==> config.mk <==
export PLATFORM = sky130hd
export DESIGN_NAME = fxa_cell
export DESIGN_NICKNAME = d
export VERILOG_FILES = /design/src/hw/rtl/fxa_pkg.sv /design/src/hw/rtl/fxa_cell.sv
export SDC_FILE = /design/constraint.sdc
export NUM_CORES = 1
export LEC_CHECK = 0
export BUFFER_PORTS_ARGS = -buffer_cell sky130_fd_sc_hd__buf_4
export CAP_MARGIN = 20
export CORE_MARGIN = 2
export CORE_UTILIZATION = 30
export DETAILED_ROUTE_END_ITERATION = 16
export PLACE_DENSITY = 0.73
export SYNTH_ARGS = -nofsm -noshare
export SYNTH_HDL_FRONTEND = slang
export SYNTH_SLANG_ARGS = --single-unit
==> constraint.sdc <==
create_clock -name clock -period 1.3 [get_ports clock]
set_input_delay 0.13 -clock clock [delete_from_list [all_inputs] [get_ports clock]]
set_output_delay 0.13 -clock clock [all_outputs]
set_load 0.02 [all_outputs]
==> src/hw/rtl/fxa_pkg.sv <==
`timescale 1ns / 1ps
// ---------------------------------------------------------------------------
// fxa_pkg
// Shared types and constants of the filtered-x LMS adaptive filter.
// ---------------------------------------------------------------------------
package fxa_pkg;

   // Sample and weight widths, coefficient count and register-port widths
   localparam int SAMPLE_W = 16;
   localparam int WEIGHT_W = 32;
   localparam int NUM_COEF = 4;
   localparam int CSR_AW   = 5;
   localparam int CSR_DW   = 32;

   // Saturation limits
   localparam logic signed [SAMPLE_W-1:0] Q15_MAX = 16'sh7FFF;
   localparam logic signed [SAMPLE_W-1:0] Q15_MIN = 16'sh8000;
   localparam logic signed [WEIGHT_W-1:0] W_MAX   = 32'sh7FFF_FFFF;
   localparam logic signed [WEIGHT_W-1:0] W_MIN   = 32'sh8000_0000;

   // Register indexes (byte address = 4 * index)
   localparam logic [2:0] REG_STEP_SIZE     = 3'd0;
   localparam logic [2:0] REG_SEC_TAPS_USED = 3'd1;
   localparam logic [2:0] REG_SEC_COEF_0    = 3'd2;
   localparam logic [2:0] REG_SEC_COEF_1    = 3'd3;
   localparam logic [2:0] REG_SEC_COEF_2    = 3'd4;
   localparam logic [2:0] REG_SEC_COEF_3    = 3'd5;

   // Register reset values
   localparam logic [15:0] STEP_SIZE_RST     = 16'd0;
   localparam logic [2:0]  SEC_TAPS_USED_RST = 3'd1;
   localparam logic signed [SAMPLE_W-1:0] SEC_COEF_0_RST = 16'sh7FFF;

   // Contents of one cell of the tap chain
   typedef struct packed {
      logic signed [SAMPLE_W-1:0] x;
      logic signed [SAMPLE_W-1:0] f;
      logic signed [WEIGHT_W-1:0] w;
   } cell_type;

   typedef enum logic [1:0] {
      CELL_HOLD,
      CELL_SHIFT,
      CELL_ROTATE
   } cell_mode_type;

   typedef enum logic [1:0] {
      ST_IDLE,
      ST_SEC,
      ST_ROT,
      ST_FIN
   } state_type;

   // Control of the head unit
   typedef struct packed {
      logic clear;
      logic acc_en;
   } head_ctl_type;

endpackage

==> src/hw/rtl/fxa_cell.sv <==
`timescale 1ns / 1ps
// ---------------------------------------------------------------------------
// fxa_cell
// One tap of the chain: reference, filtered reference and weight. Shifts
// history from the lower neighbor or rotates all fields from the upper one.
// ---------------------------------------------------------------------------
module fxa_cell (
   input  logic                  clock,
   input  logic                  reset,
   input  fxa_pkg::cell_mode_type mode,
   input  fxa_pkg::cell_type     shift_in,
   input  fxa_pkg::cell_type     rot_in,
   output fxa_pkg::cell_type     q
);
   import fxa_pkg::*;

   cell_type cell_ff;
   cell_type cell_in;

   // Select next content by mode
   always_comb begin
      cell_in = cell_ff;
      case (mode)
         CELL_SHIFT: begin
            cell_in.x = shift_in.x;
            cell_in.f = shift_in.f;
         end
         CELL_ROTATE: begin
            cell_in = rot_in;
         end
         default: begin
            cell_in = cell_ff;
         end
      endcase
   end

   always_ff @(posedge clock) begin
      if (reset) begin
         cell_ff <= '0;
      end else begin
         cell_ff <= cell_in;
      end
   end

   assign q = cell_ff;

endmodule

==> Yosys cells after proc, flatten, opt, wreduce, memory -nomap -nowiden <==
Cells that the tools add are included.
{ "op_classes": {"addsub": 0, "n_mul": 0, "div_mod_pow": 0, "magnitude_cmp": 0, "eq_ne": 2, "shifts": 0, "n_mux": 1, "n_bitwise": 0, "n_reduce_logical": 1} }
{ "ops": {"columns": ["operator", "count"], "rows": [
  ["one-hot mux 32 bit (2 select lines)", 1],
  ["== test 2 x 1 -> 1 bit (second input constant)", 1],
  ["== test 2 bit (second input constant)", 1],
  ["nonzero test 2 bit", 1]
]} }
{ "totals": {"regBits": 64, "latch_bits": 0, "ramBits": 0, "romBits": 0, "in_bits": 132, "elab_cells": 7, "mem_count": 0} }

==> Longest topological paths before layout <==
{ "logic_depth": {"word_depth": 2, "depth_mapped": 6, "ltp_nobuf": 4} }

==> Least setup slack after synthesis <==
OpenSTA, ideal clock, no wires.
{ "synth_timing": {"kind": "input -> register", "from": "input port mode[0]", "to": "register cell_ff (netlist bit q[32])", "setup_ns": 0.138, "arrival_time_ns": 0.989, "path_slack_ns": 0.173, "stages": 5, "path_buffers": 1, "cell_sequence": "inv_1 ha_1 inv_1 clkbuf_1 a211oi_1"} }
{ "synth_via": {"elab_chain_len": 2, "word_cells_on_any_way": 4} }
{ "synth_lines": {"columns": ["item", "line_no", "text"], "rows": [
  ["from (decl)", "fxa_cell.sv:10", "input fxa_pkg::cell_mode_type mode,"],
  ["== test 2 bit or == test 2 x 1 -> 1 bit (tied branches)", "fxa_cell.sv:23", "case (mode)"],
  ["one-hot mux 32 bit (2 select lines) or nonzero test 2 bit (tied branches)", null, null],
  ["to (signal assigned)", "fxa_cell.sv:41", "cell_ff <= cell_in;"],
  ["to (decl)", "fxa_cell.sv:17", "cell_type cell_ff;"]
]} }
Several ways; a longest one is shown, not always the timed one.
A chain may end at the register's enable or synchronous reset.

==> Worst setup path in the final report <==
{ "layout_timing": {"from": "register cell_ff (netlist bit q[38])", "to": "output port q[38] (netlist name)"} }
{ "layout_rtl": {"columns": ["item", "line_no", "text"], "rows": [
  ["to (decl)", "fxa_cell.sv:13", "output fxa_pkg::cell_type q"]
]} }
No word-level cell between the ends.

==> out/results.tsv <==
stage	metric	value	unit
floorplan	Die Area	0.00965	mm2
pwr	power consumption	5.06	mW
timing	actual slew at the worst max-slew pin	0.292	ns
hold_path	Tightest Hold Check Type	in2reg	
setup_path	CP top delay family	flip-flops	
floorplan	Starting Density	30.7	%
place	port bufs	163	
timing	fin crit share	73.2	%
setup_path	CP Launch Type	flip-flop	
route	initial drt markers	46	
timing	final setup fails	0	
cts	CTS tree	yes	
finish	max FFs per register	64	
cts	H-tree depth	3	
route	DRC	0	
pwr	leakage	1.93	nW
yosys	Mapped Nets	383	
setup_path	Critical Path End Type	output pin	
timing	relative slew slack	80.5	%
global_route	vias in the first global route	2430	
cts	maximum root-to-sink buffer count	2	
place	RD Place Congestion	0.681	
yosys	Seq/Total Area, Yosys	48.1	%
global_route	first-pass GRT wire length	11200	um
route	vias per cell	4.55	
setup_path	critical path class	reg2out	
floorplan	Die Wd	98.2	um
global_route	grt ovf	0	
outcome	status	complete, no violations	
global_route	initial antenna violation count	0	
cts	CTS sink count	64	
global_route	largest net degree at the start of global routing	65	
setup_path	crit-path cells	buf_4	
route	post-detailed-route count of antenna-violating nets	0	
timing	Slew Viols, Final	0	
setup_path	Crit path required time	1.17	ns
yosys	Syn Area/Cell	10.7	um2
pwr	Worst VDD drop	0.000509	V
timing	Max Clock Freq	1.05	GHz
floorplan	die height	98.2	um
finish	fraction of layout cells with a size suffix above 1	44.8	%
route	final wirelength	6850	um
cts	cts bufs inserted	9	
cts	CTS Hold Buffers Added	0	
timing	post-layout min period	0.952	ns
yosys	Mapped Cells	249	
cts	Root Buffer	clkbuf_8	
timing	setup TNS	0	ns
yosys	cell area after synthesis	0.00266	mm2
setup_path	CP bufs+invs	1	
route	routed len/inst	13.2	um
setup_path	critical path arrival	0.82	ns
finish	Util after Layout	48.4	%
route	first-pass detailed-route iteration total	3	
yosys	Netlist cell types	13	
floorplan	Core ar.	0.00868	mm2
cts	post-CTS sizing	0	
flow_run	total of max-cap violations	0	
place	Detail Placement HPWL	5020	um
floorplan	IO Pins	196	
timing	final hold vios	0	
timing	RSZ-0062 raised after global routing	false	
setup_path	Worst path slowest cell	dfxtp_1	
route	Via Count	2372	
pwr	Power Dens Cells	1200	mW/mm2
yosys	#FFs+latches synth	64	
finish	Syn-to-layout area delta	57.6	%
cts	Clk Latency, worst-skew pair	0.33	ns
cts	setup repair bufs after CTS	0	
floorplan	row cnt	34	
global_route	gr usage total	14.3	%
setup_path	critical path fanouts, max	2	
cts	Reg clk slew, reported paths	0.07	ns
finish	Total Nets Final	542	
setup_path	CP max stage delay	0.34	ns
yosys	Yosys warning total	0	
finish	ant diodes	0	
timing	worst hold margin	0.0370	ns
timing	Clock Skews	0	ns
[worst paths after layout]
check / start / to / slack [ns] / cells past startpoint
worst max-delay path: q[38]$_SDFFE_PP0P_ / q[38] / 0.35 / 1
worst min-delay path: rot_in[10] / q[10]$_SDFFE_PP0N_ / 0.04 / 3
worst max register to register: q[56]$_SDFFE_PP0P_ / q[56]$_SDFFE_PP0P_ / 0.59 / 2
worst min register to register: q[25]$_SDFFE_PP0N_ / q[25]$_SDFFE_PP0N_ / 0.49 / 2
[stage by stage]
step / std cells / worst slack [ns] / cell area, um2
after global routing: 521 / 0.290 / 4200
after CTS: 521 / 0.319 / 4200
after global placement: 505 / 0.0982 / 4000
final: 521 / 0.348 / 4200
after floorplan: 249 / 0.173 / 2660
after detailed placement: 505 / 0.0480 / 4000
[where the power goes]
part	total, mW	switching, mW	internal [mW]
logic	1.15	0.541	0.610
registers	2.19	0.0774	2.11
clock network	1.72	0.729	0.986
[final cells by class]
cell class	instances	area, um2
inverter	2	7.51
sequential	64	1280
clock inverter	3	40.0
fill	810	4480
multi-input combinational	162	1230
clock buffer	13	159
tap	108	135
timing repair buffer	169	1340
[synth_stat cells]
| master | n | share of area, % |
|---|---|---|
| nor2b_1 | 32 | 7.5 |
| buf_4 | 3 | 0.85 |
| inv_1 | 2 | 0.28 |
| dfxtp_1 | 64 | 48 |
| buf_1 | 1 | 0.14 |
| nor2_1 | 32 | 4.5 |
| ha_1 | 2 | 0.94 |
| a211oi_1 | 32 | 9.0 |
| buf_2 | 2 | 0.38 |
| clkbuf_1 | 11 | 1.6 |
| mux2i_1 | 64 | 24 |
| buf_12 | 3 | 2.3 |
| buf_6 | 1 | 0.42 |
[cells by family after synthesis]
logic type / synth area share, %
mux: 24.0
compound gates: 9.02
buf+inv: 5.87
flops: 48.1
simple gates: 12.0
fa+ha+maj: 0.939
[cells in the final DEF, fill, tap and decap left out]
cell / Yosys / final
nor2b_1: 32 / 32
clkbuf_1: 11 / 2
mux2i_1: 64 / 64
buf_4: 3 / 163
ha_2: 0 / 2
clkbuf_8: 0 / 11
inv_1: 2 / 2
buf_12: 3 / 6
dfxtp_1: 64 / 64
a211oi_1: 32 / 32
nor2_1: 32 / 32
bufinv_16: 0 / 1
clkinv_2: 0 / 2
[layer usage]
layer	vias up	global-route usage [%]	routed length (um)	share of wire, %
met3	11	4.01	552	8.1
met5	-	0	0	0
met4	0	6.22	109	1.6
met2	105	24.4	3340	49
li1	1180	-	-	-
met1	1076	16.7	2850	42
(Power assumes the default switching activity.)
