===== src/hw/rtl/fxa_pkg.sv =====
`timescale 1ns / 1ps
// ---------------------------------------------------------------------------
// fxa_pkg
// Shared types and constants of the filtered-x LMS adaptive filter.
// ---------------------------------------------------------------------------
package fxa_pkg;

   // Sample and weight widths, coefficient count and register-port widths
   localparam int SAMPLE_W = 16;
   localparam int WEIGHT_W = 32;
   localparam int NUM_COEF = 4;
   localparam int CSR_AW   = 5;
   localparam int CSR_DW   = 32;

   // Saturation limits
   localparam logic signed [SAMPLE_W-1:0] Q15_MAX = 16'sh7FFF;
   localparam logic signed [SAMPLE_W-1:0] Q15_MIN = 16'sh8000;
   localparam logic signed [WEIGHT_W-1:0] W_MAX   = 32'sh7FFF_FFFF;
   localparam logic signed [WEIGHT_W-1:0] W_MIN   = 32'sh8000_0000;

   // Register indexes (byte address = 4 * index)
   localparam logic [2:0] REG_STEP_SIZE     = 3'd0;
   localparam logic [2:0] REG_SEC_TAPS_USED = 3'd1;
   localparam logic [2:0] REG_SEC_COEF_0    = 3'd2;
   localparam logic [2:0] REG_SEC_COEF_1    = 3'd3;
   localparam logic [2:0] REG_SEC_COEF_2    = 3'd4;
   localparam logic [2:0] REG_SEC_COEF_3    = 3'd5;

   // Register reset values
   localparam logic [15:0] STEP_SIZE_RST     = 16'd0;
   localparam logic [2:0]  SEC_TAPS_USED_RST = 3'd1;
   localparam logic signed [SAMPLE_W-1:0] SEC_COEF_0_RST = 16'sh7FFF;

   // Contents of one cell of the tap chain
   typedef struct packed {
      logic signed [SAMPLE_W-1:0] x;
      logic signed [SAMPLE_W-1:0] f;
      logic signed [WEIGHT_W-1:0] w;
   } cell_type;

   typedef enum logic [1:0] {
      CELL_HOLD,
      CELL_SHIFT,
      CELL_ROTATE
   } cell_mode_type;

   typedef enum logic [1:0] {
      ST_IDLE,
      ST_SEC,
      ST_ROT,
      ST_FIN
   } state_type;

   // Control of the head unit
   typedef struct packed {
      logic clear;
      logic acc_en;
   } head_ctl_type;

endpackage


===== src/hw/rtl/fxa_head.sv =====
`timescale 1ns / 1ps
// ---------------------------------------------------------------------------
// fxa_head
// Head of the rotating chain: multiplies the passing tap, accumulates the
// anti-noise sum and writes the updated weight back into the tail.
// ---------------------------------------------------------------------------
module fxa_head #(
   parameter int TAPS = 32
) (
   input  logic                                 clock,
   input  fxa_pkg::head_ctl_type                ctl,
   input  logic [15:0]                          step_size,
   input  logic signed [fxa_pkg::SAMPLE_W-1:0]  err,
   input  fxa_pkg::cell_type                    cell0,
   output fxa_pkg::cell_type                    wb,
   output logic signed [fxa_pkg::SAMPLE_W-1:0]  anti_noise
);
   import fxa_pkg::*;

   localparam int MUW = 33;
   localparam int PUW = MUW + SAMPLE_W;
   localparam int PYW = WEIGHT_W + SAMPLE_W;
   localparam int YW  = PYW + $clog2(TAPS);

   logic signed [MUW-1:0]      mue_ff;
   logic signed [SAMPLE_W-1:0] s_x_ff;
   logic signed [SAMPLE_W-1:0] s_f_ff;
   logic signed [WEIGHT_W-1:0] s_w_ff;
   logic signed [PUW-1:0]      s_pu_ff;
   logic signed [PYW-1:0]      s_py_ff;
   logic signed [YW-1:0]       yacc_ff;

   logic signed [PUW:0]        usum;
   logic signed [PUW-16:0]     delta;
   logic signed [WEIGHT_W+3:0] wsum;
   logic signed [YW:0]         yrnd;
   logic signed [YW-30:0]      yshift;

   // Stage the passing tap and its products
   always_ff @(posedge clock) begin
      mue_ff  <= signed'({1'b0, step_size}) * err;
      s_x_ff  <= cell0.x;
      s_f_ff  <= cell0.f;
      s_w_ff  <= cell0.w;
      s_pu_ff <= mue_ff * cell0.f;
      s_py_ff <= cell0.w * cell0.x;
   end

   // Round the update to Q2.30, add and saturate the weight
   always_comb begin
      usum  = (PUW+1)'(s_pu_ff) + (PUW+1)'(signed'(17'sd32768));
      delta = usum[PUW:16];
      wsum  = (WEIGHT_W+4)'(s_w_ff) + (WEIGHT_W+4)'(delta);
      wb.x  = s_x_ff;
      wb.f  = s_f_ff;
      if (wsum > (WEIGHT_W+4)'(W_MAX)) begin
         wb.w = W_MAX;
      end else if (wsum < (WEIGHT_W+4)'(W_MIN)) begin
         wb.w = W_MIN;
      end else begin
         wb.w = wsum[WEIGHT_W-1:0];
      end
   end

   // Accumulate weight times history
   always_ff @(posedge clock) begin
      if (ctl.clear) begin
         yacc_ff <= '0;
      end else if (ctl.acc_en) begin
         yacc_ff <= yacc_ff + YW'(s_py_ff);
      end
   end

   // Round to Q1.15 and saturate
   always_comb begin
      yrnd   = (YW+1)'(yacc_ff) + (YW+1)'(signed'(31'sd536870912));
      yshift = yrnd[YW:30];
      if (yshift > (YW-29)'(Q15_MAX)) begin
         anti_noise = Q15_MAX;
      end else if (yshift < (YW-29)'(Q15_MIN)) begin
         anti_noise = Q15_MIN;
      end else begin
         anti_noise = yshift[SAMPLE_W-1:0];
      end
   end

endmodule


===== config.mk =====
export PLATFORM = sky130hd
export DESIGN_NAME = fxa_head
export DESIGN_NICKNAME = d
export VERILOG_FILES = /design/src/hw/rtl/fxa_pkg.sv /design/src/hw/rtl/fxa_head.sv
export SDC_FILE = /design/constraint.sdc
export NUM_CORES = 2
export LEC_CHECK = 0
export ABC_AREA = 1
export ABC_CLOCK_PERIOD_IN_PS = 14500
export BUFFER_PORTS_ARGS = -buffer_cell sky130_fd_sc_hd__buf_2
export CAP_MARGIN = 20
export CORE_ASPECT_RATIO = 1.1
export CORE_UTILIZATION = 47
export DETAILED_ROUTE_END_ITERATION = 7
export SLEW_MARGIN = 10
export SYNTH_ARGS = -nofsm -noshare
export SYNTH_HDL_FRONTEND = slang
export SYNTH_SLANG_ARGS = --single-unit

===== constraint.sdc =====
create_clock -name clock -period 14.5 [get_ports clock]
set_input_delay 2.175 -clock clock [delete_from_list [all_inputs] [get_ports clock]]
set_output_delay 2.175 -clock clock [all_outputs]
set_load 0.01 [all_outputs]

**Word level (Yosys, flattened, before mapping)**

Index checks and enable logic that the tools add are counted.

- Flip-flop bits (word level): 247
- Input port bits: 99
- Output and inout port bits: 80
- Logic and storage cells: 22

- Add/subtract/negate cells: 4
- Multipliers: 3
- Order comparisons: 4
- Muxes and demuxes: 4

Operator list:

| kind | number |
|---|---|
| 32-bit two-way mux | 2 |
| 53-bit by 31-bit adder with 54-bit output (second input constant) | 1 |
| 53-bit by 48-bit adder with 53-bit output | 1 |
| 49-bit by 17-bit adder with 50-bit output (second input constant) | 1 |
| 33-bit by 16-bit multiplier with 49-bit output | 1 |
| 32-bit by 16-bit multiplier with 48-bit output | 1 |
| 32-bit by 34-bit adder with 35-bit output | 1 |
| 35-bit by 32-bit > comparator with 1-bit output (second input constant) | 1 |
| 35-bit by 32-bit less-than comparator with 1-bit output (second input constant) | 1 |
| 17-bit by 16-bit multiplier with 33-bit output | 1 |
| 16-bit two-way mux | 2 |
| 24-bit by 16-bit > comparator with 1-bit output (second input constant) | 1 |
| 24-bit by 16-bit less-than comparator with 1-bit output (second input constant) | 1 |

**Logic depth before layout (Yosys ltp)**

- Depth after elaboration: 5
- Mapped depth: 29
- Depth with buffers taken out: 27

**Worst setup path after synthesis**

No wires, ideal clock.

- Path kind: input-to-reg
- Start: input cell0[7] in the netlist's numbering
- End: register s_py_ff[40]
- Setup time: 0.117 ns
- Data arrival time: 7.315 ns
- Required time: 14.383 ns
- Path slack: 7.068 ns
- Stages: 24
- Path buffers: 2
- Cell sequence: clkbuf_1 clkbuf_1 nand2_1 fa_1 inv_1 fa_1 inv_1 fa_1 inv_1 fa_1 fa_1 inv_1 fa_1 inv_1 ha_1 nand2_1 nor2_1 nand2_1 o21ai_0 nand3_1 a21boi_0 nor2_1 nand2_1 nand2_1

- Cells in the longest elaborated chain, start to end: 1

RTL lines:

| item | line | text |
|---|---|---|
| from (decl) | fxa_head.sv:14 | `input fxa_pkg::cell_type cell0,` |
| 32-bit by 16-bit multiplier with 48-bit output | fxa_head.sv:46 | `s_py_ff <= cell0.w * cell0.x;` |
| to (signal assigned) | fxa_head.sv:46 |  |
| to (decl) | fxa_head.sv:30 | `logic signed [PYW-1:0] s_py_ff;` |

No other way between the ends.
A chain may end at the register's enable or synchronous reset.

**Worst setup path in the final report**

- Start: input cell0[49] in the netlist's numbering
- End: register s_py_ff[40]

The elaborated chain is that of the path after synthesis.

==> parameters.txt <==
Parameter                              Value

Run status
  Result of the run    finished clean

GRT
  Number of global-route vias before repair    approximately 54,000
  Total GRT Usage    29.24%
  Antenna violations before repair    7
  Pin count of the biggest net entering global routing    66
  Global route total overflow    0
  Wire length of the first global-routing pass    300.7 mm

CTS
  Clock slew seen by the registers of the worst setup and hold paths    0.07 ns
  CTS tree    built
  Post-CTS Repair Setup Buffers    0
  Max Buffers Root-to-Sink    3
  Clock latency on the worst-skew pair    0.63 ns
  Number of buffers inserted by hold repair at cts    0
  CTS Buf Count    34
  Root Driver    clkbuf_16
  Number of instances resized during post-cts repair    0
  CTS HTree Levels    2
  Number of sinks handled by clock tree synthesis    232

Worst setup path
  Slowest cell on crit path    buf_2
  Worst stage delay on the critical path    0.69 ns
  Most frequent CP cell    fa_1
  Crit path buffers/inverters    4
  Family of cells with the greatest summed delay on the critical path    adder cells
  Crit start category    primary input
  Worst Setup End Kind    flop
  Data arrival time at the worst-slack endpoint    between 8 and 9 ns
  CP Class    primary input to flop
  CP cell instances    buf_2 > nand2_1 > fa_1 > fa_1 > fa_1 > inv_1 > fa_1 > fa_1 > inv_1 > fa_1 > inv_1 > ha_1 > nand2_1 > nor2_1 > nand2_1 > o21ai_0 > nand3_1 > a21boi_0 > nor2_1 > nand2_1 > nand2_1
  Worst Path Required    15.00 ns
  Maximum fanout encountered on the critical timing path    33

STA
  Final max-slew violation count    0
  Peak Freq    0.1231 GHz
  Shortest clock period the worst path allows after layout    8.125 ns
  Post-Route Setup TNS    0 ns
  Relative max-transition margin    29.53%
  RSZ-0062 raised after global routing    no
  Worst clock skew    between 0.02 and 0.03 ns
  Slew at the pin closest to its max-slew limit    between 1 and 1.5 ns
  Final setup violation count    0
  Number of hold violations in the final report    0
  Share of the clock period used by the worst path    56.04%

Yosys
  Post-synthesis instance area    approximately 61,000 sq um
  Count of unique library cells instantiated by Yosys    50
  Flip-flop cell with the highest count after synthesis    dfxtp_1
  Post-synthesis register bit count    roughly 230
  Synthesized net count    10,126
  EDFF count, synth    0
  Portion of the post-synthesis area used by sequential elements    between 7 and 8%
  Fraction of synthesis flops using an asynchronous set or reset pin    0%
  Post-synthesis instance total    8,409
  Count of warnings emitted by yosys    0
  Post-synthesis average cell area    7.274 sq um

Routing
  Sum of routed wire length over all layers    187.8 mm
  Post-DR wirelength/cell    18.71 um
  Vias per inst    5.098
  First-iteration detailed-routing DRC count    3,384
  Drc violations    0
  Final ANT Viol Nets    0
  Number of iterations in the first detailed-routing pass    6
  Total via count in the routed design    approximately 51,000

Final layout
  Commonest cells after routing, fill and taps aside    inv_1, nand2_1, fa_1, nor2_1, ha_1
  Final design area excluding fillers    64,320 sq um
  Sequential cell area    4644 sq um
  Commonest non-fill, non-tap cell in the layout    inv_1
  # fillers    13,081
  Total Nets Final    10,049
  Multi-input logic area    roughly 46,000 sq um
  Signed area change from the synthesized netlist to the final layout    5.154%
  Share of cells above drive strength 1    3.806%

Flow run
  Max-cap viol count    0

Floorplanning
  Die height    380.4 um
  Die width    346.0 um
  Die Outline Area    ~130,000 sq um
  Area of the placeable core    128,800 sq um
  Number of primary I/O pins    179
  Core Rows    approximately 140
  Initial cell density of the core    about 47%

Placement
  HPWL after detailed placement    153.4 mm
  I/O Buffers    178
  Routability congestion estimate from global placement    about 0.97
  Cell area after placement    63,050 sq um

Worst hold path
  Path type of the worst min-delay path    flop to flop
## per-layer routing
metal	track usage, %	wire length (um)
met1	40.99	85810
met4	7.243	4838
met2	47.77	85490
met3	3.847	11630
met5	0	28
## kinds of logic (layout without fill, tap and decap cells)
| logic type | after synthesis | count (layout) | synth area share (%) |
|---|---|---|---|
| simple gates | 3116 | 3116 | 20.29 |
| flops | 232 | 232 | 7.593 |
| fa+ha+maj | 1618 | 1618 | 47.59 |
| compound gates | 558 | 558 | 5.118 |
| xor+xnor | 200 | 200 | 2.864 |
| buf+inv | 2685 | 2632 | 16.55 |
| other cells | 0 | 2 | 0 |
## metrics by stage
step	setup WS, ns	utilization [%]	hold WS, ns	cells
after floorplan	7.068	-	0.4446	8409
after global placement	5.812	48.95	0.4516	9974
after detailed placement	5.822	48.95	0.4676	9974
after CTS	6.497	49.90	0.4781	10034
after global routing	6.103	49.94	0.5211	10037
final	6.375	49.94	0.4727	10038
## area by class of cell
cell class | instances | area share [%]
Multi-Input combinational cell | 5492 | 72.14
Inverter | 2383 | 13.91
Tap cell | 1680 | 3.268
Sequential cell | 232 | 7.220
Clock buffer | 38 | 1.408
Antenna cell | 2 | 0.007781
Timing Repair Buffer | 189 | 1.556
Clock inverter | 22 | 0.4941
## state kept, by name (all words and copies together) (netlist names)
signal / count
s_pu_ff: 34
yacc_ff: 53
s_w_ff: 32
s_x_ff: 16
mue_ff: 33
s_f_ff: 16
s_py_ff: 48
## path summary, 6_finish.rpt
path | startpoint | end | slack, ns | depth (start not counted)
min reg2reg | yacc_ff[0]$_SDFFE_PP0P_ | yacc_ff[0]$_SDFFE_PP0P_ | 0.47 | 2
min | yacc_ff[0]$_SDFFE_PP0P_ | yacc_ff[0]$_SDFFE_PP0P_ | 0.47 | 2
max | cell0[49] | s_py_ff[40]$_DFF_P_ | 6.37 | 21
max reg2reg | mue_ff[32]$_DFF_P_ | s_pu_ff[48]$_DFF_P_ | 8.13 | 18
## Yosys cell counts (53+ instances only)
cell type  number  share of area [%]
nand2_1      2241                 14
xnor2_1        53               0.76
nand4_1        56               0.57
nand3_1       177                1.4
fa_1         1181                 39
o21ai_0       161                1.3
clkbuf_1      290                1.8
a21oi_1       258                2.1
inv_1        2374                 15
dfxtp_1       232                7.6
xor2_1        147                2.1
ha_1          437                8.9
nor2_1        508                3.1
## worst register-to-register path: cells and delay by family (launching register included)
family                     cells  cell delay (ns)
adders and majority gates      7             3.82
AOI/OAI and AO/OA              4             0.77
DFF                            1             0.74
and+or+nand+nor                4             0.50
buffers and inverters          2             0.26
xor gates and xnor gates       1             0.17
Power is left out: the tool's default activity adds up to more than one toggle a clock period on the data nets, which glitch-free logic cannot reach.
