$ cat src/hw/rtl/fxa_pkg.sv
`timescale 1ns / 1ps
// ---------------------------------------------------------------------------
// fxa_pkg
// Shared types and constants of the filtered-x LMS adaptive filter.
// ---------------------------------------------------------------------------
package fxa_pkg;

   // Sample and weight widths, coefficient count and register-port widths
   localparam int SAMPLE_W = 16;
   localparam int WEIGHT_W = 32;
   localparam int NUM_COEF = 4;
   localparam int CSR_AW   = 5;
   localparam int CSR_DW   = 32;

   // Saturation limits
   localparam logic signed [SAMPLE_W-1:0] Q15_MAX = 16'sh7FFF;
   localparam logic signed [SAMPLE_W-1:0] Q15_MIN = 16'sh8000;
   localparam logic signed [WEIGHT_W-1:0] W_MAX   = 32'sh7FFF_FFFF;
   localparam logic signed [WEIGHT_W-1:0] W_MIN   = 32'sh8000_0000;

   // Register indexes (byte address = 4 * index)
   localparam logic [2:0] REG_STEP_SIZE     = 3'd0;
   localparam logic [2:0] REG_SEC_TAPS_USED = 3'd1;
   localparam logic [2:0] REG_SEC_COEF_0    = 3'd2;
   localparam logic [2:0] REG_SEC_COEF_1    = 3'd3;
   localparam logic [2:0] REG_SEC_COEF_2    = 3'd4;
   localparam logic [2:0] REG_SEC_COEF_3    = 3'd5;

   // Register reset values
   localparam logic [15:0] STEP_SIZE_RST     = 16'd0;
   localparam logic [2:0]  SEC_TAPS_USED_RST = 3'd1;
   localparam logic signed [SAMPLE_W-1:0] SEC_COEF_0_RST = 16'sh7FFF;

   // Contents of one cell of the tap chain
   typedef struct packed {
      logic signed [SAMPLE_W-1:0] x;
      logic signed [SAMPLE_W-1:0] f;
      logic signed [WEIGHT_W-1:0] w;
   } cell_type;

   typedef enum logic [1:0] {
      CELL_HOLD,
      CELL_SHIFT,
      CELL_ROTATE
   } cell_mode_type;

   typedef enum logic [1:0] {
      ST_IDLE,
      ST_SEC,
      ST_ROT,
      ST_FIN
   } state_type;

   // Control of the head unit
   typedef struct packed {
      logic clear;
      logic acc_en;
   } head_ctl_type;

endpackage

$ cat src/hw/rtl/fxa_sec_filter.sv
`timescale 1ns / 1ps
// ---------------------------------------------------------------------------
// fxa_sec_filter
// Secondary-path model: one multiply-accumulate per tap, then round and
// saturate the filtered reference to Q1.15.
// ---------------------------------------------------------------------------
module fxa_sec_filter #(
   parameter int TAPS     = 32,
   parameter int SEC_TAPS = 4
) (
   input  logic                                  clock,
   input  logic                                  reset,
   input  logic                                  start,
   input  logic signed [fxa_pkg::SAMPLE_W-1:0]   taps      [SEC_TAPS],
   input  logic signed [fxa_pkg::SAMPLE_W-1:0]   coef      [fxa_pkg::NUM_COEF],
   input  logic [2:0]                            taps_used,
   output logic                                  done,
   output logic signed [fxa_pkg::SAMPLE_W-1:0]   filt
);
   import fxa_pkg::*;

   localparam int SCW = $clog2(SEC_TAPS + 1);
   localparam int SIW = (SEC_TAPS > 1) ? $clog2(SEC_TAPS) : 1;
   localparam int PW  = 2 * SAMPLE_W;
   localparam int FAW = PW + $clog2(SEC_TAPS) + 1;

   logic                  busy_ff;
   logic [SCW-1:0]        cnt_ff;
   logic                  pv_ff;
   logic signed [PW-1:0]  prod_ff;
   logic signed [FAW-1:0] facc_ff;

   logic signed [SAMPLE_W-1:0] coef_sel [SEC_TAPS];
   logic                  issue;
   logic                  use_tap;
   logic [SIW-1:0]        tap_idx;
   logic signed [PW-1:0]  prod_in;
   logic signed [FAW:0]   rnd;
   logic signed [FAW-15:0] shifted;

   // Taps past the coefficient registers or past the history count as zero
   for (genvar k = 0; k < SEC_TAPS; k++) begin : g_coef
      if (k < NUM_COEF && k < TAPS) begin : g_used
         assign coef_sel[k] = coef[k];
      end else begin : g_zero
         assign coef_sel[k] = '0;
      end
   end

   // Issue one product per cycle
   always_comb begin
      issue   = busy_ff && (cnt_ff != SCW'(SEC_TAPS));
      tap_idx = cnt_ff[SIW-1:0];
      use_tap = (32'(cnt_ff) < 32'(taps_used));
      prod_in = '0;
      if (issue && use_tap) begin
         prod_in = coef_sel[tap_idx] * taps[tap_idx];
      end
      done = busy_ff && !issue && !pv_ff;
   end

   always_ff @(posedge clock) begin
      if (reset) begin
         busy_ff <= 1'b0;
         cnt_ff  <= '0;
         pv_ff   <= 1'b0;
      end else if (start) begin
         busy_ff <= 1'b1;
         cnt_ff  <= '0;
         pv_ff   <= 1'b0;
      end else begin
         pv_ff <= issue;
         if (issue) begin
            cnt_ff <= cnt_ff + 1'b1;
         end
         if (done) begin
            busy_ff <= 1'b0;
         end
      end
   end

   // Accumulate products
   always_ff @(posedge clock) begin
      prod_ff <= prod_in;
      if (start) begin
         facc_ff <= '0;
      end else if (pv_ff) begin
         facc_ff <= facc_ff + FAW'(prod_ff);
      end
   end

   // Round to Q1.15 and saturate
   always_comb begin
      rnd     = (FAW+1)'(facc_ff) + (FAW+1)'(signed'(33'sd16384));
      shifted = rnd[FAW:15];
      if (shifted > (FAW-14)'(Q15_MAX)) begin
         filt = Q15_MAX;
      end else if (shifted < (FAW-14)'(Q15_MIN)) begin
         filt = Q15_MIN;
      end else begin
         filt = shifted[SAMPLE_W-1:0];
      end
   end

endmodule

$ cat config.mk
export PLATFORM = sky130hd
export DESIGN_NAME = fxa_sec_filter
export DESIGN_NICKNAME = d
export VERILOG_FILES = /design/src/hw/rtl/fxa_pkg.sv /design/src/hw/rtl/fxa_sec_filter.sv
export SDC_FILE = /design/constraint.sdc
export NUM_CORES = 1
export LEC_CHECK = 0
export ABC_AREA = 1
export CAP_MARGIN = 25
export CORE_ASPECT_RATIO = 0.7
export CORE_MARGIN = 5
export CORE_UTILIZATION = 35
export CTS_CLUSTER_SIZE = 40
export DETAILED_ROUTE_END_ITERATION = 12
export DONT_BUFFER_PORTS = 1
export MAX_ROUTING_LAYER = met4
export PLACE_DENSITY = 0.57
export SYNTH_ARGS = -nofsm -noshare
export SYNTH_HDL_FRONTEND = slang
export SYNTH_SLANG_ARGS = --single-unit
$ cat constraint.sdc
create_clock -name clock -period 9.4 [get_ports clock]
set_input_delay 1.41 -clock clock [delete_from_list [all_inputs] [get_ports clock]]
set_output_delay 1.41 -clock clock [all_outputs]
set_load 0.05 [all_outputs]
Word level (Yosys, flattened, before mapping)
Cells that the tools add are included.

cells by class
  add/sub/neg operators = 3
  $mul = 1
  order comparisons = 4
  equality and inequality tests = 1
  multiplexer cells = 10
  bitwise logic cells = 1
  reductions and logical operators = 8

operators with widths
  cell                                                          number
  two-way mux 16 bit                                            6
  binary-select mux 16 bit (select 2 bit)                       2
  adder 35 x 16 -> 36 bit, second input constant                1
  adder 35 x 32 -> 35 bit                                       1
  multiplier 16 x 16 -> 32 bit                                  1
  > comparator 21 x 16 -> 1 bit, second input constant          1
  less-than comparator 21 x 16 -> 1 bit, second input constant  1
  logical AND 1 bit                                             4
  adder 3 x 1 -> 3 bit, second input constant                   1
  >= comparator 3 bit, second input constant                    1
  less-than comparator 3 bit                                    1
  inequality test 3 bit, second input constant                  1
  NOT 2 -> 3 bit                                                1
  logical NOT 1 bit                                             2
  two-way mux 1 bit                                             2
  nonzero test 2 bit                                            1
  OR reduction 2 bit                                            1

storage, ports and cells
  flip-flop bits (word level) = 72

Longest topological paths before layout
  word-level depth = 7
  gate-level depth with buffers = 31

Worst setup path before layout
Ideal clock, no wire load.

  kind = input -> register
  start = input coef[47] (netlist name)
  end = register prod_ff[29]
  arrival time = 7064 ps
  setup slack = 2223 ps
  cell stages on the path = 26
  cells stage by stage = nand2_1 > a32oi_1 > inv_1 > clkbuf_1 > nor2_1 > inv_1 > fa_1 > inv_1 > fa_1 > fa_1 > inv_1 > fa_1 > inv_1 > fa_1 > inv_1 > fa_1 > inv_1 > ha_1 > nand2_1 > nor2_1 > nand2_1 > or2_2 > nand3_1 > nand2_1 > nand2_1 > nor2_1

on the way
  cells in the longest elaborated chain, start to end = 4

RTL lines
  item                                                    RTL line              source
  start, declared                                         fxa_sec_filter.sv:15  input logic signed [fxa_pkg::SAMPLE_W-1:0] coef [fxa_pkg::NUM_COEF],
  binary-select mux 16 bit (select 2 bit)                 fxa_sec_filter.sv:57  prod_in = coef_sel[tap_idx] * taps[tap_idx];
  two-way mux 16 bit (not written as such) (2 in series)  fxa_sec_filter.sv:57
  multiplier 16 x 16 -> 32 bit                            fxa_sec_filter.sv:57
  end signal, assigned                                    fxa_sec_filter.sv:84  prod_ff <= prod_in;
  end, declared                                           fxa_sec_filter.sv:30  logic signed [PW-1:0] prod_ff;

No other way between the ends. The select of a mux whose other input is x is not followed.
A chain may end at the register's enable or synchronous reset.

Worst setup path in the final report
  start = input coef[47] (netlist name)
  end = register prod_ff[28]

The elaborated chain is that of the path after synthesis.

==> flow_results.xml <==
<?xml version="1.0" encoding="UTF-8"?>
<metrics>
  <group name="outcome">
    <metric name="status" unit="">completed</metric>
  </group>
  <group name="die">
    <metric name="i_o_pins" unit="">151</metric>
    <metric name="die_y" unit="µm">190.5</metric>
    <metric name="floorplan.initialDensity" unit="">0.3523</metric>
    <metric name="core_area" unit="µm²">46240</metric>
    <metric name="fp.dieW" unit="µm">267.9</metric>
    <metric name="std_cell_rows" unit="">66</metric>
    <metric name="die-area" unit="µm²">51030</metric>
  </group>
  <group name="clocking">
    <metric name="clock_sink_count" unit="">72</metric>
    <metric name="cts.path.max_buffers" unit="">2</metric>
    <metric name="number_of_buffers_inserted_for_hold_repair_after_clock_tree_synthesis" unit="">0</metric>
    <metric name="number_of_buffers_inserted_to_repair_setup_after_cts" unit="">0</metric>
    <metric name="clock_insertion_delay_worst_skew" unit="ps">350</metric>
    <metric name="tritoncts.num_buffers" unit="">9</metric>
    <metric name="ctsRootBufferMaster" unit="">sky130_fd_sc_hd__clkbuf_16</metric>
    <metric name="post_cts_resized" unit="">0</metric>
    <metric name="cts_htree_levels" unit="">3</metric>
    <metric name="tritoncts" unit="">done</metric>
    <metric name="clkSlewWorstSetupHoldPaths" unit="ps">60</metric>
  </group>
  <group name="critical_path">
    <metric name="crit_top_cell" unit="">sky130_fd_sc_hd__inv_1</metric>
    <metric name="worst_ep_arrival_time" unit="ps">8130</metric>
    <metric name="cp-end-kind" unit="">flop</metric>
    <metric name="worst_path_largest_cell_delay" unit="ps">760</metric>
    <metric name="timing.rr.start" unit="">cnt_ff[1]</metric>
    <metric name="crit_slowest_cell" unit="">sky130_fd_sc_hd__fa_1</metric>
    <metric name="critical_path.startpoint_type" unit="">input pin</metric>
    <metric name="critPathLaunch" unit="">coef[47]</metric>
    <metric name="path_class" unit="">in2reg</metric>
    <metric name="crit_required" unit="ps">9670</metric>
    <metric name="crit_path_max_fanout" unit="">11</metric>
  </group>
  <group name="route">
    <metric name="post_drt_wl_per_cell" unit="µm">17.18</metric>
    <metric name="detailroute.via_count" unit="">14641</metric>
    <metric name="drc_errors" unit="">0</metric>
    <metric name="detailedRoute.firstPassIterationCount" unit="">7</metric>
    <metric name="ant_nets" unit="">0</metric>
    <metric name="drt_iter0_markers" unit="">1352</metric>
    <metric name="detail_route.wirelength" unit="µm">50000</metric>
    <metric name="average_via_count_per_standard_cell" unit="">5.031</metric>
  </group>
  <group name="yosys">
    <metric name="syn-instance-count" unit="">2312</metric>
    <metric name="post-synth-top-area-cell" unit="">sky130_fd_sc_hd__fa_1</metric>
    <metric name="mappedNetlistNets" unit="">2830</metric>
    <metric name="postSynth.asyncResetShare" unit="">0</metric>
    <metric name="synth-edff-count" unit="">0</metric>
    <metric name="synth_top_area_frac" unit="">0.3232</metric>
    <metric name="synth.yosys.warnings" unit="">0</metric>
    <metric name="top_area_cells_in_the_synthesized_netlist" unit="">sky130_fd_sc_hd__fa_1 32%, sky130_fd_sc_hd__inv_1 12%, sky130_fd_sc_hd__nand2_1 12%</metric>
    <metric name="yosys.cell_types.count" unit="">39</metric>
    <metric name="netlist_area" unit="µm²">16290</metric>
    <metric name="flip_flop_and_latch_count_after_synthesis" unit="">72</metric>
    <metric name="synth_seq_area_share" unit="">0.08848</metric>
    <metric name="postSynthAreaPerCell" unit="µm²">7.046</metric>
    <metric name="synthFlopType" unit="">sky130_fd_sc_hd__dfxtp_1</metric>
  </group>
  <group name="sta">
    <metric name="final.period_utilization" unit="">0.8361</metric>
    <metric name="hold_violations" unit="">0</metric>
    <metric name="min_period" unit="ps">7860</metric>
    <metric name="final_setup_vio_count" unit="">0</metric>
    <metric name="worst_slack" unit="ps">1540</metric>
    <metric name="timing.setup.tns" unit="ps">0</metric>
    <metric name="fmaxAchievable" unit="MHz">127.2</metric>
    <metric name="report.final.slew_viol_count" unit="">0</metric>
    <metric name="skew_final" unit="ps">10.59</metric>
    <metric name="worst_pin_slew" unit="ps">791.1</metric>
    <metric name="rsz0062_at_grt" unit="">false</metric>
    <metric name="maxSlewHeadroom" unit="">0.4726</metric>
  </group>
  <group name="grt">
    <metric name="grt_start_max_net_pins" unit="">69</metric>
    <metric name="grt_first_pass_wirelength" unit="µm">82340</metric>
    <metric name="gr-usage-met3" unit="">0.04308</metric>
    <metric name="gr_util_all_layers" unit="">0.2093</metric>
    <metric name="initial_antenna_violation_count" unit="">0</metric>
    <metric name="gr_peak_layer" unit="">met1</metric>
    <metric name="first_global_vias" unit="">14791</metric>
    <metric name="globalRouteMet2Util" unit="">0.2920</metric>
    <metric name="overflow" unit="">0</metric>
    <metric name="grt_use_met1" unit="">0.3245</metric>
  </group>
  <group name="layout">
    <metric name="finalNetCount" unit="">2811</metric>
    <metric name="final_util" unit="">0.3738</metric>
    <metric name="most-common-layout-cells" unit="">519 x sky130_fd_sc_hd__inv_1, 516 x sky130_fd_sc_hd__nand2_1, 307 x sky130_fd_sc_hd__nor2_1</metric>
    <metric name="most_frequent_standard_cell_in_the_layout_excluding_fill_and_tap_cells" unit="">sky130_fd_sc_hd__inv_1</metric>
    <metric name="n_antenna_cell" unit="">0</metric>
    <metric name="area_delta_synth_final" unit="%">6.114</metric>
    <metric name="instances_no_fill" unit="">2910</metric>
    <metric name="drive_gt1_frac" unit="">0.02959</metric>
  </group>
  <group name="run">
    <metric name="drv.max_cap_violation_count" unit="">0</metric>
  </group>
  <group name="min_path">
    <metric name="hold_crit_class" unit="">reg2reg</metric>
    <metric name="hold_crit_start" unit="">cnt_ff[2]</metric>
  </group>
  <group name="place">
    <metric name="dp_worst_setup_slack" unit="ps">1263</metric>
    <metric name="place_hpwl" unit="µm">43510</metric>
    <metric name="place_congestion" unit="">0.9735</metric>
    <metric name="portBuffers" unit="">0</metric>
    <metric name="placed_cells" unit="">2893</metric>
  </group>
</metrics>
==> final cells by class <==
cell class                      instances  area, µm²
Clock buffer                            9      225.2
Clock inverter                          7      47.55
Fill cell                            4907      28960
Inverter                              528       1982
Multi-Input combinational cell       1655      12600
Sequential cell                        72       1443
Tap cell                              612      765.7
Timing Repair Buffer                   27      219.0
==> Yosys cell counts, types with 2 or more instances <==
cell type / number
sky130_fd_sc_hd__nand3b_1: 2
sky130_fd_sc_hd__a32oi_2: 9
sky130_fd_sc_hd__nand2_2: 3
sky130_fd_sc_hd__buf_4: 2
sky130_fd_sc_hd__fa_1: 263
sky130_fd_sc_hd__o21a_1: 5
sky130_fd_sc_hd__nor4_1: 2
sky130_fd_sc_hd__nor2_1: 307
sky130_fd_sc_hd__or2_2: 3
sky130_fd_sc_hd__nand2_1: 516
sky130_fd_sc_hd__clkbuf_1: 25
sky130_fd_sc_hd__xor2_1: 35
sky130_fd_sc_hd__dfxtp_1: 72
sky130_fd_sc_hd__o21bai_1: 10
sky130_fd_sc_hd__inv_2: 4
sky130_fd_sc_hd__xnor2_1: 9
sky130_fd_sc_hd__nand3_1: 65
sky130_fd_sc_hd__a31oi_1: 4
sky130_fd_sc_hd__a21o_1: 9
sky130_fd_sc_hd__nand4_1: 19
sky130_fd_sc_hd__a21oi_1: 139
sky130_fd_sc_hd__nor3_1: 19
sky130_fd_sc_hd__ha_1: 121
sky130_fd_sc_hd__a32oi_1: 22
sky130_fd_sc_hd__buf_2: 27
sky130_fd_sc_hd__o211ai_1: 4
sky130_fd_sc_hd__buf_1: 2
sky130_fd_sc_hd__inv_1: 520
sky130_fd_sc_hd__o21ai_0: 81
sky130_fd_sc_hd__clkinv_1: 4
==> metal layers <==
layer | share of wire | up-vias
li1 | - | 6984
met4 | 0.0056 | 0
met3 | 0.088 | 16
met2 | 0.40 | 491
met1 | 0.51 | 7150
met5 | 0 | -
==> cells by family after synthesis <==
| logic type | Yosys count | synth area share |
|---|---|---|
| flip-flops | 72 | 0.08848 |
| AO/OA/AOI/OAI | 286 | 0.1048 |
| XOR/XNOR | 44 | 0.02366 |
| buffers and inverters | 585 | 0.1378 |
| adder cells (fa/ha/maj) | 384 | 0.4161 |
| AND/OR/NAND/NOR | 941 | 0.2292 |
==> metrics by stage <==
stage                     cell area [µm²]  hold WS, ps
after global placement              16980        471.4
after floorplan                     16290        455.2
after global routing                17290        532.5
after detailed placement            16990        485.0
final                               17290        488.0
after CTS                           17270        492.1
==> worst max-delay path, delay by kind of cell <==
kind,cells,cell delay (ps)
buffers and inverters,7,890
AO/OA/AOI/OAI,4,1000
AND/OR/NAND/NOR,7,1120
adder cells (fa/ha/maj),7,3700
==> sequential cells by signal (all words and copies together) (netlist names) <==
register,flops
prod_ff,32
cnt_ff,3
pv_ff,1
busy_ff,1
facc_ff,35
==> worst paths after layout <==
check | end | cells after the start | slack (ps)
worst max-delay path | prod_ff[28] | 25 | 1540
worst min-delay path | cnt_ff[2] | 2 | 490
worst max register to register | prod_ff[28] | 26 | 1610
worst min register to register | cnt_ff[2] | 2 | 490
Power is not shown: default switching activity piles up to over one toggle a cycle in this logic, so the estimate is an artifact.
